### src/rtl/aes_pkg.sv
`default_nettype none
// ----------------------------------------------------------------------------
// aes_pkg: shared constants and AES round functions
// S-box tables, round transforms and key schedule helpers.
// ----------------------------------------------------------------------------
package aes_pkg;

    localparam int BLOCK_BYTES_DEF = 16;
    localparam int NUM_ROUNDS      = 10;
    localparam int RK_WORDS        = 2 * (NUM_ROUNDS + 1);

    localparam logic [7:0] SBOX [256] = '{
        8'h63,8'h7c,8'h77,8'h7b,8'hf2,8'h6b,8'h6f,8'hc5,8'h30,8'h01,8'h67,8'h2b,8'hfe,8'hd7,8'hab,8'h76,
        8'hca,8'h82,8'hc9,8'h7d,8'hfa,8'h59,8'h47,8'hf0,8'had,8'hd4,8'ha2,8'haf,8'h9c,8'ha4,8'h72,8'hc0,
        8'hb7,8'hfd,8'h93,8'h26,8'h36,8'h3f,8'hf7,8'hcc,8'h34,8'ha5,8'he5,8'hf1,8'h71,8'hd8,8'h31,8'h15,
        8'h04,8'hc7,8'h23,8'hc3,8'h18,8'h96,8'h05,8'h9a,8'h07,8'h12,8'h80,8'he2,8'heb,8'h27,8'hb2,8'h75,
        8'h09,8'h83,8'h2c,8'h1a,8'h1b,8'h6e,8'h5a,8'ha0,8'h52,8'h3b,8'hd6,8'hb3,8'h29,8'he3,8'h2f,8'h84,
        8'h53,8'hd1,8'h00,8'hed,8'h20,8'hfc,8'hb1,8'h5b,8'h6a,8'hcb,8'hbe,8'h39,8'h4a,8'h4c,8'h58,8'hcf,
        8'hd0,8'hef,8'haa,8'hfb,8'h43,8'h4d,8'h33,8'h85,8'h45,8'hf9,8'h02,8'h7f,8'h50,8'h3c,8'h9f,8'ha8,
        8'h51,8'ha3,8'h40,8'h8f,8'h92,8'h9d,8'h38,8'hf5,8'hbc,8'hb6,8'hda,8'h21,8'h10,8'hff,8'hf3,8'hd2,
        8'hcd,8'h0c,8'h13,8'hec,8'h5f,8'h97,8'h44,8'h17,8'hc4,8'ha7,8'h7e,8'h3d,8'h64,8'h5d,8'h19,8'h73,
        8'h60,8'h81,8'h4f,8'hdc,8'h22,8'h2a,8'h90,8'h88,8'h46,8'hee,8'hb8,8'h14,8'hde,8'h5e,8'h0b,8'hdb,
        8'he0,8'h32,8'h3a,8'h0a,8'h49,8'h06,8'h24,8'h5c,8'hc2,8'hd3,8'hac,8'h62,8'h91,8'h95,8'he4,8'h79,
        8'he7,8'hc8,8'h37,8'h6d,8'h8d,8'hd5,8'h4e,8'ha9,8'h6c,8'h56,8'hf4,8'hea,8'h65,8'h7a,8'hae,8'h08,
        8'hba,8'h78,8'h25,8'h2e,8'h1c,8'ha6,8'hb4,8'hc6,8'he8,8'hdd,8'h74,8'h1f,8'h4b,8'hbd,8'h8b,8'h8a,
        8'h70,8'h3e,8'hb5,8'h66,8'h48,8'h03,8'hf6,8'h0e,8'h61,8'h35,8'h57,8'hb9,8'h86,8'hc1,8'h1d,8'h9e,
        8'he1,8'hf8,8'h98,8'h11,8'h69,8'hd9,8'h8e,8'h94,8'h9b,8'h1e,8'h87,8'he9,8'hce,8'h55,8'h28,8'hdf,
        8'h8c,8'ha1,8'h89,8'h0d,8'hbf,8'he6,8'h42,8'h68,8'h41,8'h99,8'h2d,8'h0f,8'hb0,8'h54,8'hbb,8'h16
    };

    localparam logic [7:0] ISBOX [256] = '{
        8'h52,8'h09,8'h6a,8'hd5,8'h30,8'h36,8'ha5,8'h38,8'hbf,8'h40,8'ha3,8'h9e,8'h81,8'hf3,8'hd7,8'hfb,
        8'h7c,8'he3,8'h39,8'h82,8'h9b,8'h2f,8'hff,8'h87,8'h34,8'h8e,8'h43,8'h44,8'hc4,8'hde,8'he9,8'hcb,
        8'h54,8'h7b,8'h94,8'h32,8'ha6,8'hc2,8'h23,8'h3d,8'hee,8'h4c,8'h95,8'h0b,8'h42,8'hfa,8'hc3,8'h4e,
        8'h08,8'h2e,8'ha1,8'h66,8'h28,8'hd9,8'h24,8'hb2,8'h76,8'h5b,8'ha2,8'h49,8'h6d,8'h8b,8'hd1,8'h25,
        8'h72,8'hf8,8'hf6,8'h64,8'h86,8'h68,8'h98,8'h16,8'hd4,8'ha4,8'h5c,8'hcc,8'h5d,8'h65,8'hb6,8'h92,
        8'h6c,8'h70,8'h48,8'h50,8'hfd,8'hed,8'hb9,8'hda,8'h5e,8'h15,8'h46,8'h57,8'ha7,8'h8d,8'h9d,8'h84,
        8'h90,8'hd8,8'hab,8'h00,8'h8c,8'hbc,8'hd3,8'h0a,8'hf7,8'he4,8'h58,8'h05,8'hb8,8'hb3,8'h45,8'h06,
        8'hd0,8'h2c,8'h1e,8'h8f,8'hca,8'h3f,8'h0f,8'h02,8'hc1,8'haf,8'hbd,8'h03,8'h01,8'h13,8'h8a,8'h6b,
        8'h3a,8'h91,8'h11,8'h41,8'h4f,8'h67,8'hdc,8'hea,8'h97,8'hf2,8'hcf,8'hce,8'hf0,8'hb4,8'he6,8'h73,
        8'h96,8'hac,8'h74,8'h22,8'he7,8'had,8'h35,8'h85,8'he2,8'hf9,8'h37,8'he8,8'h1c,8'h75,8'hdf,8'h6e,
        8'h47,8'hf1,8'h1a,8'h71,8'h1d,8'h29,8'hc5,8'h89,8'h6f,8'hb7,8'h62,8'h0e,8'haa,8'h18,8'hbe,8'h1b,
        8'hfc,8'h56,8'h3e,8'h4b,8'hc6,8'hd2,8'h79,8'h20,8'h9a,8'hdb,8'hc0,8'hfe,8'h78,8'hcd,8'h5a,8'hf4,
        8'h1f,8'hdd,8'ha8,8'h33,8'h88,8'h07,8'hc7,8'h31,8'hb1,8'h12,8'h10,8'h59,8'h27,8'h80,8'hec,8'h5f,
        8'h60,8'h51,8'h7f,8'ha9,8'h19,8'hb5,8'h4a,8'h0d,8'h2d,8'he5,8'h7a,8'h9f,8'h93,8'hc9,8'h9c,8'hef,
        8'ha0,8'he0,8'h3b,8'h4d,8'hae,8'h2a,8'hf5,8'hb0,8'hc8,8'heb,8'hbb,8'h3c,8'h83,8'h53,8'h99,8'h61,
        8'h17,8'h2b,8'h04,8'h7e,8'hba,8'h77,8'hd6,8'h26,8'he1,8'h69,8'h14,8'h63,8'h55,8'h21,8'h0c,8'h7d
    };

    // byte i of a block sits at bits 127-8i
    function automatic logic [7:0] get_b(input logic [127:0] s, input int i);
        get_b = s[127-8*i -: 8];
    endfunction

    function automatic logic [7:0] xt(input logic [7:0] a);
        xt = {a[6:0], 1'b0} ^ (a[7] ? 8'h1b : 8'h00);
    endfunction

    // forward round without key add; mix selects MixColumns
    function automatic logic [127:0] enc_round(input logic [127:0] s, input logic mix);
        logic [7:0] t [16];
        logic [7:0] a0, a1, a2, a3;
        logic [127:0] o;
        for (int c = 0; c < 4; c++)
            for (int r = 0; r < 4; r++)
                t[r+4*c] = SBOX[get_b(s, r + 4*((c+r) & 3))];
        for (int c = 0; c < 4; c++) begin
            a0 = t[4*c]; a1 = t[4*c+1]; a2 = t[4*c+2]; a3 = t[4*c+3];
            if (mix) begin
                t[4*c]   = xt(a0) ^ xt(a1) ^ a1 ^ a2 ^ a3;
                t[4*c+1] = a0 ^ xt(a1) ^ xt(a2) ^ a2 ^ a3;
                t[4*c+2] = a0 ^ a1 ^ xt(a2) ^ xt(a3) ^ a3;
                t[4*c+3] = xt(a0) ^ a0 ^ a1 ^ a2 ^ xt(a3);
            end
        end
        for (int i = 0; i < 16; i++) o[127-8*i -: 8] = t[i];
        enc_round = o;
    endfunction

    // inverse shift and sub bytes
    function automatic logic [127:0] dec_sub(input logic [127:0] s);
        logic [127:0] o;
        for (int c = 0; c < 4; c++)
            for (int r = 0; r < 4; r++)
                o[127-8*(r+4*c) -: 8] = ISBOX[get_b(s, r + 4*((c-r+4) & 3))];
        dec_sub = o;
    endfunction

    function automatic logic [127:0] inv_mix(input logic [127:0] s);
        logic [7:0] a [4];
        logic [7:0] x2 [4];
        logic [7:0] x4 [4];
        logic [7:0] x8 [4];
        logic [127:0] o;
        for (int c = 0; c < 4; c++) begin
            for (int r = 0; r < 4; r++) begin
                a[r]  = get_b(s, 4*c+r);
                x2[r] = xt(a[r]);
                x4[r] = xt(x2[r]);
                x8[r] = xt(x4[r]);
            end
            for (int r = 0; r < 4; r++)
                o[127-8*(4*c+r) -: 8] =
                    (x8[r] ^ x4[r] ^ x2[r]) ^
                    (x8[(r+1)&3] ^ x2[(r+1)&3] ^ a[(r+1)&3]) ^
                    (x8[(r+2)&3] ^ x4[(r+2)&3] ^ a[(r+2)&3]) ^
                    (x8[(r+3)&3] ^ a[(r+3)&3]);
        end
        inv_mix = o;
    endfunction

    // next round key from previous one
    function automatic logic [127:0] key_next(input logic [127:0] k, input logic [7:0] rc);
        logic [31:0] w0, w1, w2, w3, t;
        w0 = k[127:96]; w1 = k[95:64]; w2 = k[63:32]; w3 = k[31:0];
        t = {SBOX[w3[23:16]] ^ rc, SBOX[w3[15:8]], SBOX[w3[7:0]], SBOX[w3[31:24]]};
        w0 = w0 ^ t;
        w1 = w1 ^ w0;
        w2 = w2 ^ w1;
        w3 = w3 ^ w2;
        key_next = {w0, w1, w2, w3};
    endfunction

endpackage
`default_nettype wire

### src/rtl/aes_rkmem.sv
`default_nettype none
// ----------------------------------------------------------------------------
// aes_rkmem: round key memory
// One 128-bit row per round key, one write and one registered read port.
// A read of the row being written returns the new data.
// ----------------------------------------------------------------------------
module aes_rkmem
    import aes_pkg::*;
#(
    parameter int DEPTH = NUM_ROUNDS + 1
) (
    input  wire logic                     i_clk,
    input  wire logic                     i_we,
    input  wire logic [$clog2(DEPTH)-1:0] i_waddr,
    input  wire logic [127:0]             i_wdata,
    input  wire logic [$clog2(DEPTH)-1:0] i_raddr,
    output logic [127:0]                  o_rdata
);

    logic [127:0] r_mem [DEPTH];

    always_ff @(posedge i_clk) begin
        if (i_we) begin
            r_mem[i_waddr] <= i_wdata;
        end
        // write-first forwarding on a same-row access
        if (i_we && i_waddr == i_raddr) begin
            o_rdata <= i_wdata;
        end else begin
            o_rdata <= r_mem[i_raddr];
        end
    end

endmodule
`default_nettype wire

### config.mk
export PLATFORM = sky130hd
export DESIGN_NAME = aes_rkmem
export DESIGN_NICKNAME = d
export VERILOG_FILES = /design/src/rtl/aes_pkg.sv /design/src/rtl/aes_rkmem.sv
export SDC_FILE = /design/constraint.sdc
export NUM_CORES = 1
export LEC_CHECK = 0
export BUFFER_PORTS_ARGS = -buffer_cell sky130_fd_sc_hd__buf_2
export CAP_MARGIN = 20
export CORE_ASPECT_RATIO = 1.5
export CORE_MARGIN = 2
export CORE_UTILIZATION = 45
export CTS_CLUSTER_DIAMETER = 40
export DETAILED_ROUTE_END_ITERATION = 10
export PLACE_DENSITY = 0.68
export SKIP_CTS_REPAIR_TIMING = 1
export SLEW_MARGIN = 40
export SYNTH_ARGS = -nofsm -noshare
export SYNTH_HDL_FRONTEND = slang
export SYNTH_SLANG_ARGS = --single-unit
### constraint.sdc
create_clock -name i_clk -period 11.54 [get_ports i_clk]
set_input_delay 1.154 -clock i_clk [delete_from_list [all_inputs] [get_ports i_clk]]
set_output_delay 1.154 -clock i_clk [all_outputs]
set_load 0.02 [all_outputs]
==> results.sh, run 1 <==
export IMPL_slew_headroom_pct=42.0
export IMPL_clock_tree_from_tritoncts="built"
export IMPL_first_iter_violations=2046
export IMPL_post_synth_inst_count=2897
export IMPL_sequentialPowerShare_pct=53.3
export IMPL_die_width_um=289
export IMPL_grt_util_all_layers_pct=19.6
export IMPL_wl_um=123000
export IMPL_io_buffers=265
export IMPL_reg_clk_slew_reported_paths_ns=0.06
export IMPL_drive_gt1_share_pct=28.5
export IMPL_die_area_mm2=0.125
export IMPL_antenna_violations_before_repair=28
export IMPL_p_leak_uw=0.0208
export IMPL_power_clock_fraction_pct=40.8
export IMPL_finalSetupViolCount=0
export IMPL_worstHoldPathType="in -> reg"
export IMPL_routedWlPerCell_um=25.2
export IMPL_place_area_mm2=0.0580
export IMPL_max_cap_violations=0
export IMPL_initial_core_util_pct=45.2
export IMPL_dieHeight_um=432
export IMPL_max_slew_worst_pin_slew_ns=0.870
export IMPL_worst_path_max_delay_cell="buf_4"
export IMPL_max_freq_mhz=177
export IMPL_reg_largest_list="r_mem x1408"
export IMPL_holdWs_ns=0.496
export IMPL_worst_path_most_repeated_cell="buf_4"
export IMPL_finalNetCount=3324
export IMPL_period_utilization_post_route_pct=48.8
export IMPL_core_area_mm2=0.122
export IMPL_switching_share_of_total_power_pct=21.9
export IMPL_cp_max_fo=51
export IMPL_cts_max_path_buffers=3
export IMPL_worst_setup_path_type="reg -> out"
export IMPL_status="completed"
export IMPL_synthesis_to_layout_area_growth_pct=14.0
export IMPL_slew_violations=0
export IMPL_netlist_area_mm2=0.0550
export IMPL_tritoncts_num_sinks=1412
export IMPL_postLayoutCellArea_mm2=0.0627
export IMPL_largest_register_ffs=1408
export IMPL_power_report_internal_total_uw=8450
export IMPL_grt_overflow=0
export IMPL_via_count_of_the_first_global_routing_pass=28155
export IMPL_mostFrequentLayoutCells="edfxtp_1, mux2_2, buf_2"
export IMPL_netlist_top_cells_area="edfxtp_1, mux2_2, mux2i_1"
export IMPL_drc=0
export IMPL_grt_pass1_wl_um=181000
export IMPL_synth_top_area_cell="edfxtp_1"
export IMPL_detail_route_antenna_nets=0
export IMPL_worstSetupStartpointType="flop"
export IMPL_clockRootBuffer="clkbuf_16"
export IMPL_ys_seq_elements=1412
export IMPL_initial_drt_pass_iterations=5
export IMPL_synth_lib_cells_used_distinct=20
export IMPL_ys_warn_count=0
export IMPL_deepest_level_of_the_cts_h_tree=4
export IMPL_cellPowerDensity_mw_per_mm2=173
export IMPL_power_frac_comb_pct=5.9
export IMPL_number_of_hold_slack_violations_in_the_final_timing_report=0
export IMPL_unrepaired_setup_endpoints_after_global_routing="false"
export IMPL_cp_cell_instances="nand2_4 -> buf_4 -> buf_4 -> o22ai_1 -> o31ai_1 -> buf_2"
export IMPL_largest_reg_by_ff_count="r_mem"
export IMPL_grt_max_degree=112
export IMPL_synthDominantCellAreaShare_pct=76.9
export IMPL_fin_setup_tns_ns=0
export IMPL_detailedPlacementHpwl_um=63700
export IMPL_worst_ir_drop_vdd_uv=164
export IMPL_finalWorstPathRequiredPeriod_ns=5.64
export IMPL_synth_seq_area_share_pct=77.1
export IMPL_critical_path_required_ns=10.39
export IMPL_synthesis_nets=3035
export IMPL_detail_route_vias_per_cell=5.67
export IMPL_total_switching_power_uw=2370
export IMPL_critical_path_arrival_ns=4.48
export IMPL_tritoncts_num_buffers=141
export IMPL_avgSynthCellArea_um2=19.0
export IMPL_vias=27754
export IMPL_max_stage_delay_ns=0.76
export IMPL_num_rows=157
export IMPL_gpl_final_weighted_congestion=0.709
export IMPL_mostFrequentLayoutCell="edfxtp_1"
export IMPL_worstSetupEndpointType="output pin"
export IMPL_num_io_pins=266
==> power groups by stage <==
stage / Sequential [uW] / Combinational [uW] / Clock [uW]
final: 5770 / 635 / 4420
after global routing: 5780 / 685 / 4690
after CTS: 5780 / 633 / 4500
after detailed placement: 5890 / 631 / 0
after global placement: 5880 / 618 / 0
after floorplan: 5890 / 391 / 0
==> metal layers <==
layer / wire (um) / GRT usage [%] / up-vias / part of all wire [%]
li1: - / - / 12386 / -
met1: 50700 / 25.1 / 14403 / 41
met2: 61500 / 32.9 / 733 / 50
met3: 7890 / 4.73 / 204 / 6.4
met4: 3070 / 6.16 / 28 / 2.5
met5: 181 / 0 / - / 0.15
==> worst max-delay path: cells and delay by family (launching register included) <==
family	cells	cell delay [ns]
buffers and inverters	3	1.72
AO/OA/AOI/OAI	2	0.97
AND/OR/NAND/NOR	1	0.50
flip-flops	1	0.44
==> layout make-up <==
cell class,instances,area [um2]
diodes,12,30.0
clock buffers,168,3690
clock inverters,85,800
fillers,9638,58900
multi-input cells,1301,11700
flip-flops and latches,1412,42400
well taps,1590,1990
repair buffers,330,2030
==> cell families after synthesis <==
family | Yosys count | share of synthesized area (%)
muxes | 640 | 12.5
DFF | 1412 | 77.1
AOI/OAI and AO/OA | 512 | 6.99
buffers and inverters | 184 | 1.78
and+or+nand+nor | 149 | 1.65
==> Yosys cell counts (all sizes together) <==
master  count
nand3b      2
clkbuf     93
o211ai    128
edfxtp   1408
nor2b       1
nand2       2
mux2i     256
nor3        3
nand2b    131
buf        91
nor2        9
o22ai     128
mux2      384
dfxtp       4
or3b        1
o31ai     128
a22o      128
==> per-stage QoR <==
stage	cells	setup slack, ns	total power (uW)	util, %
final	4898	5.90	10800	51.5
after global routing	4889	5.73	11200	51.5
after CTS	4881	5.51	10900	51.4
after detailed placement	4628	6.33	6520	47.7
after global placement	4624	6.37	6500	47.6
after floorplan	2897	0.458	6280	-
==> final timing paths <==
kind | from | end | slack, ns | cells past startpoint
worst max-delay path | flop | o_rdata[106] | 5.90 | 6
worst min-delay path | i_raddr[0] | flop | 0.50 | 1
Note: power is estimated with default switching activity, not from simulation.
==> inputs of run 2 (changes only) <==
==> constraint.sdc (replaced) <==
create_clock -name i_clk -period 5 [get_ports i_clk]
set_input_delay 0.5 -clock i_clk [delete_from_list [all_inputs] [get_ports i_clk]]
set_output_delay 0.5 -clock i_clk [all_outputs]
set_load 0.02 [all_outputs]
==> run 2 against run 1 <==
Effect of this change: cell area increased by 1.6%; largest cell class unchanged; sequential power grew 130%; non-clock buffer count grew 20; wire length increased by 1.7%; sequential cell count unchanged; clock-buffer cell count down 2; utilization rose by 0.81 points; global-route usage is 0.36 points higher; power rose by 140%; first-iteration DRC count is 9.1% lower.
==> results.sh, run 2 (same netlist as run 1, synthesis figures left out) <==
export IMPL_status="completed"
export IMPL_detail_route_antenna_nets=0
export IMPL_clock_tree_from_tritoncts="built"
export IMPL_power_clock_fraction_pct=42.9
export IMPL_initial_core_util_pct=45.2
export IMPL_largest_reg_by_ff_count="r_mem"
export IMPL_grt_max_degree=113
export IMPL_antenna_violations_before_repair=27
export IMPL_max_slew_worst_pin_slew_ns=0.881
export IMPL_setup_slack_ns=0.773
export IMPL_initial_drt_pass_iterations=7
export IMPL_worst_ir_drop_vdd_uv=345
export IMPL_gpl_final_weighted_congestion=0.727
export IMPL_grtUsageMet3_pct=3.96
export IMPL_finalSetupViolCount=0
export IMPL_tritoncts_num_buffers=145
export IMPL_slew_headroom_pct=40.8
export IMPL_grt_util_all_layers_pct=20.0
export IMPL_max_freq_mhz=237
export IMPL_number_of_hold_slack_violations_in_the_final_timing_report=0
export IMPL_report_power_total_uw=26000
export IMPL_core_area_mm2=0.122
export IMPL_drive_gt1_share_pct=29.2
export IMPL_num_rows=157
export IMPL_grt_pass1_wl_um=184000
export IMPL_largest_register_ffs=1408
export IMPL_io_buffers=265
export IMPL_tritoncts_num_sinks=1412
export IMPL_detail_route_vias_per_cell=5.67
export IMPL_grt_busiest_layer="met2"
export IMPL_reg_clk_slew_reported_paths_ns=0.06
export IMPL_dieHeight_um=432
export IMPL_routedWlPerCell_um=25.4
export IMPL_switching_share_of_total_power_pct=21.9
export IMPL_holdWs_ns=0.0229
export IMPL_cellPowerDensity_mw_per_mm2=408
export IMPL_critical_path_arrival_ns=3.73
export IMPL_postLayoutCellArea_mm2=0.0636
export IMPL_slew_violations=0
export IMPL_clockRootBuffer="clkbuf_16"
export IMPL_period_utilization_post_route_pct=84.5
export IMPL_worst_setup_path_type="reg -> out"
export IMPL_cp_max_fo=36
export IMPL_mostFrequentLayoutCells="edfxtp_1, mux2_2, buf_2"
export IMPL_synthesis_to_layout_area_growth_pct=15.8
export IMPL_grt_overflow=0
export IMPL_p_leak_uw=0.0212
export IMPL_grtUsageMet1_pct=24.7
export IMPL_via_count_of_the_first_global_routing_pass=29039
export IMPL_first_iter_violations=1859
export IMPL_total_switching_power_uw=5680
export IMPL_cts_max_path_buffers=3
export IMPL_max_cap_violations=0
export IMPL_detailedPlacementHpwl_um=66200
export IMPL_worstSetupEndpointType="output pin"
export IMPL_filler_cell_count=9487
export IMPL_mostFrequentLayoutCell="edfxtp_1"
export IMPL_finalWorstPathRequiredPeriod_ns=4.23
export IMPL_critical_path_required_ns=4.50
export IMPL_power_frac_comb_pct=5.8
export IMPL_drc=0
export IMPL_vias=27997
export IMPL_die_area_mm2=0.125
export IMPL_wl_um=125000
export IMPL_unrepaired_setup_endpoints_after_global_routing="false"
export IMPL_die_width_um=289
export IMPL_sequentialPowerShare_pct=51.3
export IMPL_worstHoldPathType="in -> reg"
export IMPL_power_report_internal_total_uw=20300
export IMPL_gr_util_met2_pct=34.0
export IMPL_place_area_mm2=0.0584
export IMPL_reg_largest_list="r_mem x1408"
export IMPL_deepest_level_of_the_cts_h_tree=4
export IMPL_worstSetupStartpointType="flop"
export IMPL_pre_cts_slack_ns=1.58
export IMPL_num_io_pins=266
export IMPL_finalNetCount=3348
[run 2: cell count changes in the layout (fill, tap and decap cells not counted), moves of 4 or more]
cell / change
clkinv_8: +6
clkbuf_1: -4
buf_6: -14
diode_2: +4
dlygate4sd3_1: +5
clkbuf_16: +4
buf_12: +21
buf_4: +4
bufinv_16: +12
[run 2: per-stage QoR]
| step | TNS [ns] | cells | util [%] |
|---|---|---|---|
| 2_1_floorplan | -700.73 | 2897 | - |
| 3_3_place_gp | 0 | 4635 | 47.9 |
| 3_5_place_dp | 0 | 4642 | 48.0 |
| 4_1_cts | 0 | 4909 | 52.1 |
| 5_1_grt | 0 | 4929 | 52.3 |
| 6_report | 0 | 4936 | 52.3 |
[run 2: path summary, 6_finish.rpt]
kind              startpoint               endpoint  cells past startpoint
setup / recovery        flop            o_rdata[86]                      6
hold / removal    i_wdata[2]  r_mem[9][2]$_DFFE_PP_                      1
[run 2: cell type report]
| cell class | count | area (um2) | area share (%) |
|---|---|---|---|
| flip-flops and latches | 1412 | 42400 | 66.6 |
| multi-input cells | 1301 | 11800 | 18.5 |
| clock buffers | 166 | 3730 | 5.86 |
| repair buffers | 350 | 2490 | 3.91 |
| well taps | 1590 | 1990 | 3.13 |
| clock inverters | 101 | 1270 | 2.00 |
| diodes | 16 | 40.0 | 0.0629 |
[run 2: routing by layer]
metal | part of all wire (%) | routed length [um]
met5 | 0.11 | 144
met4 | 3.1 | 3820
met3 | 5.3 | 6700
met2 | 51 | 63800
met1 | 41 | 50800
[run 2: power groups by stage]
stage	combinational, uW	clock (uW)	sequential [uW]
4_1_cts	1520	11300	13300
3_3_place_gp	1470	0	13600
6_report	1500	11100	13300
3_5_place_dp	1510	0	13600
2_1_floorplan	904	0	13600
5_1_grt	1620	11800	13300
[run 2: critical path, cell delays in order (launching register included)]
cell	delay, ns
dfxtp_4	0.54
nand2b_4	0.57
buf_12	0.28
buf_4	0.53
o22ai_1	0.17
o31ai_1	0.53
buf_2	0.28
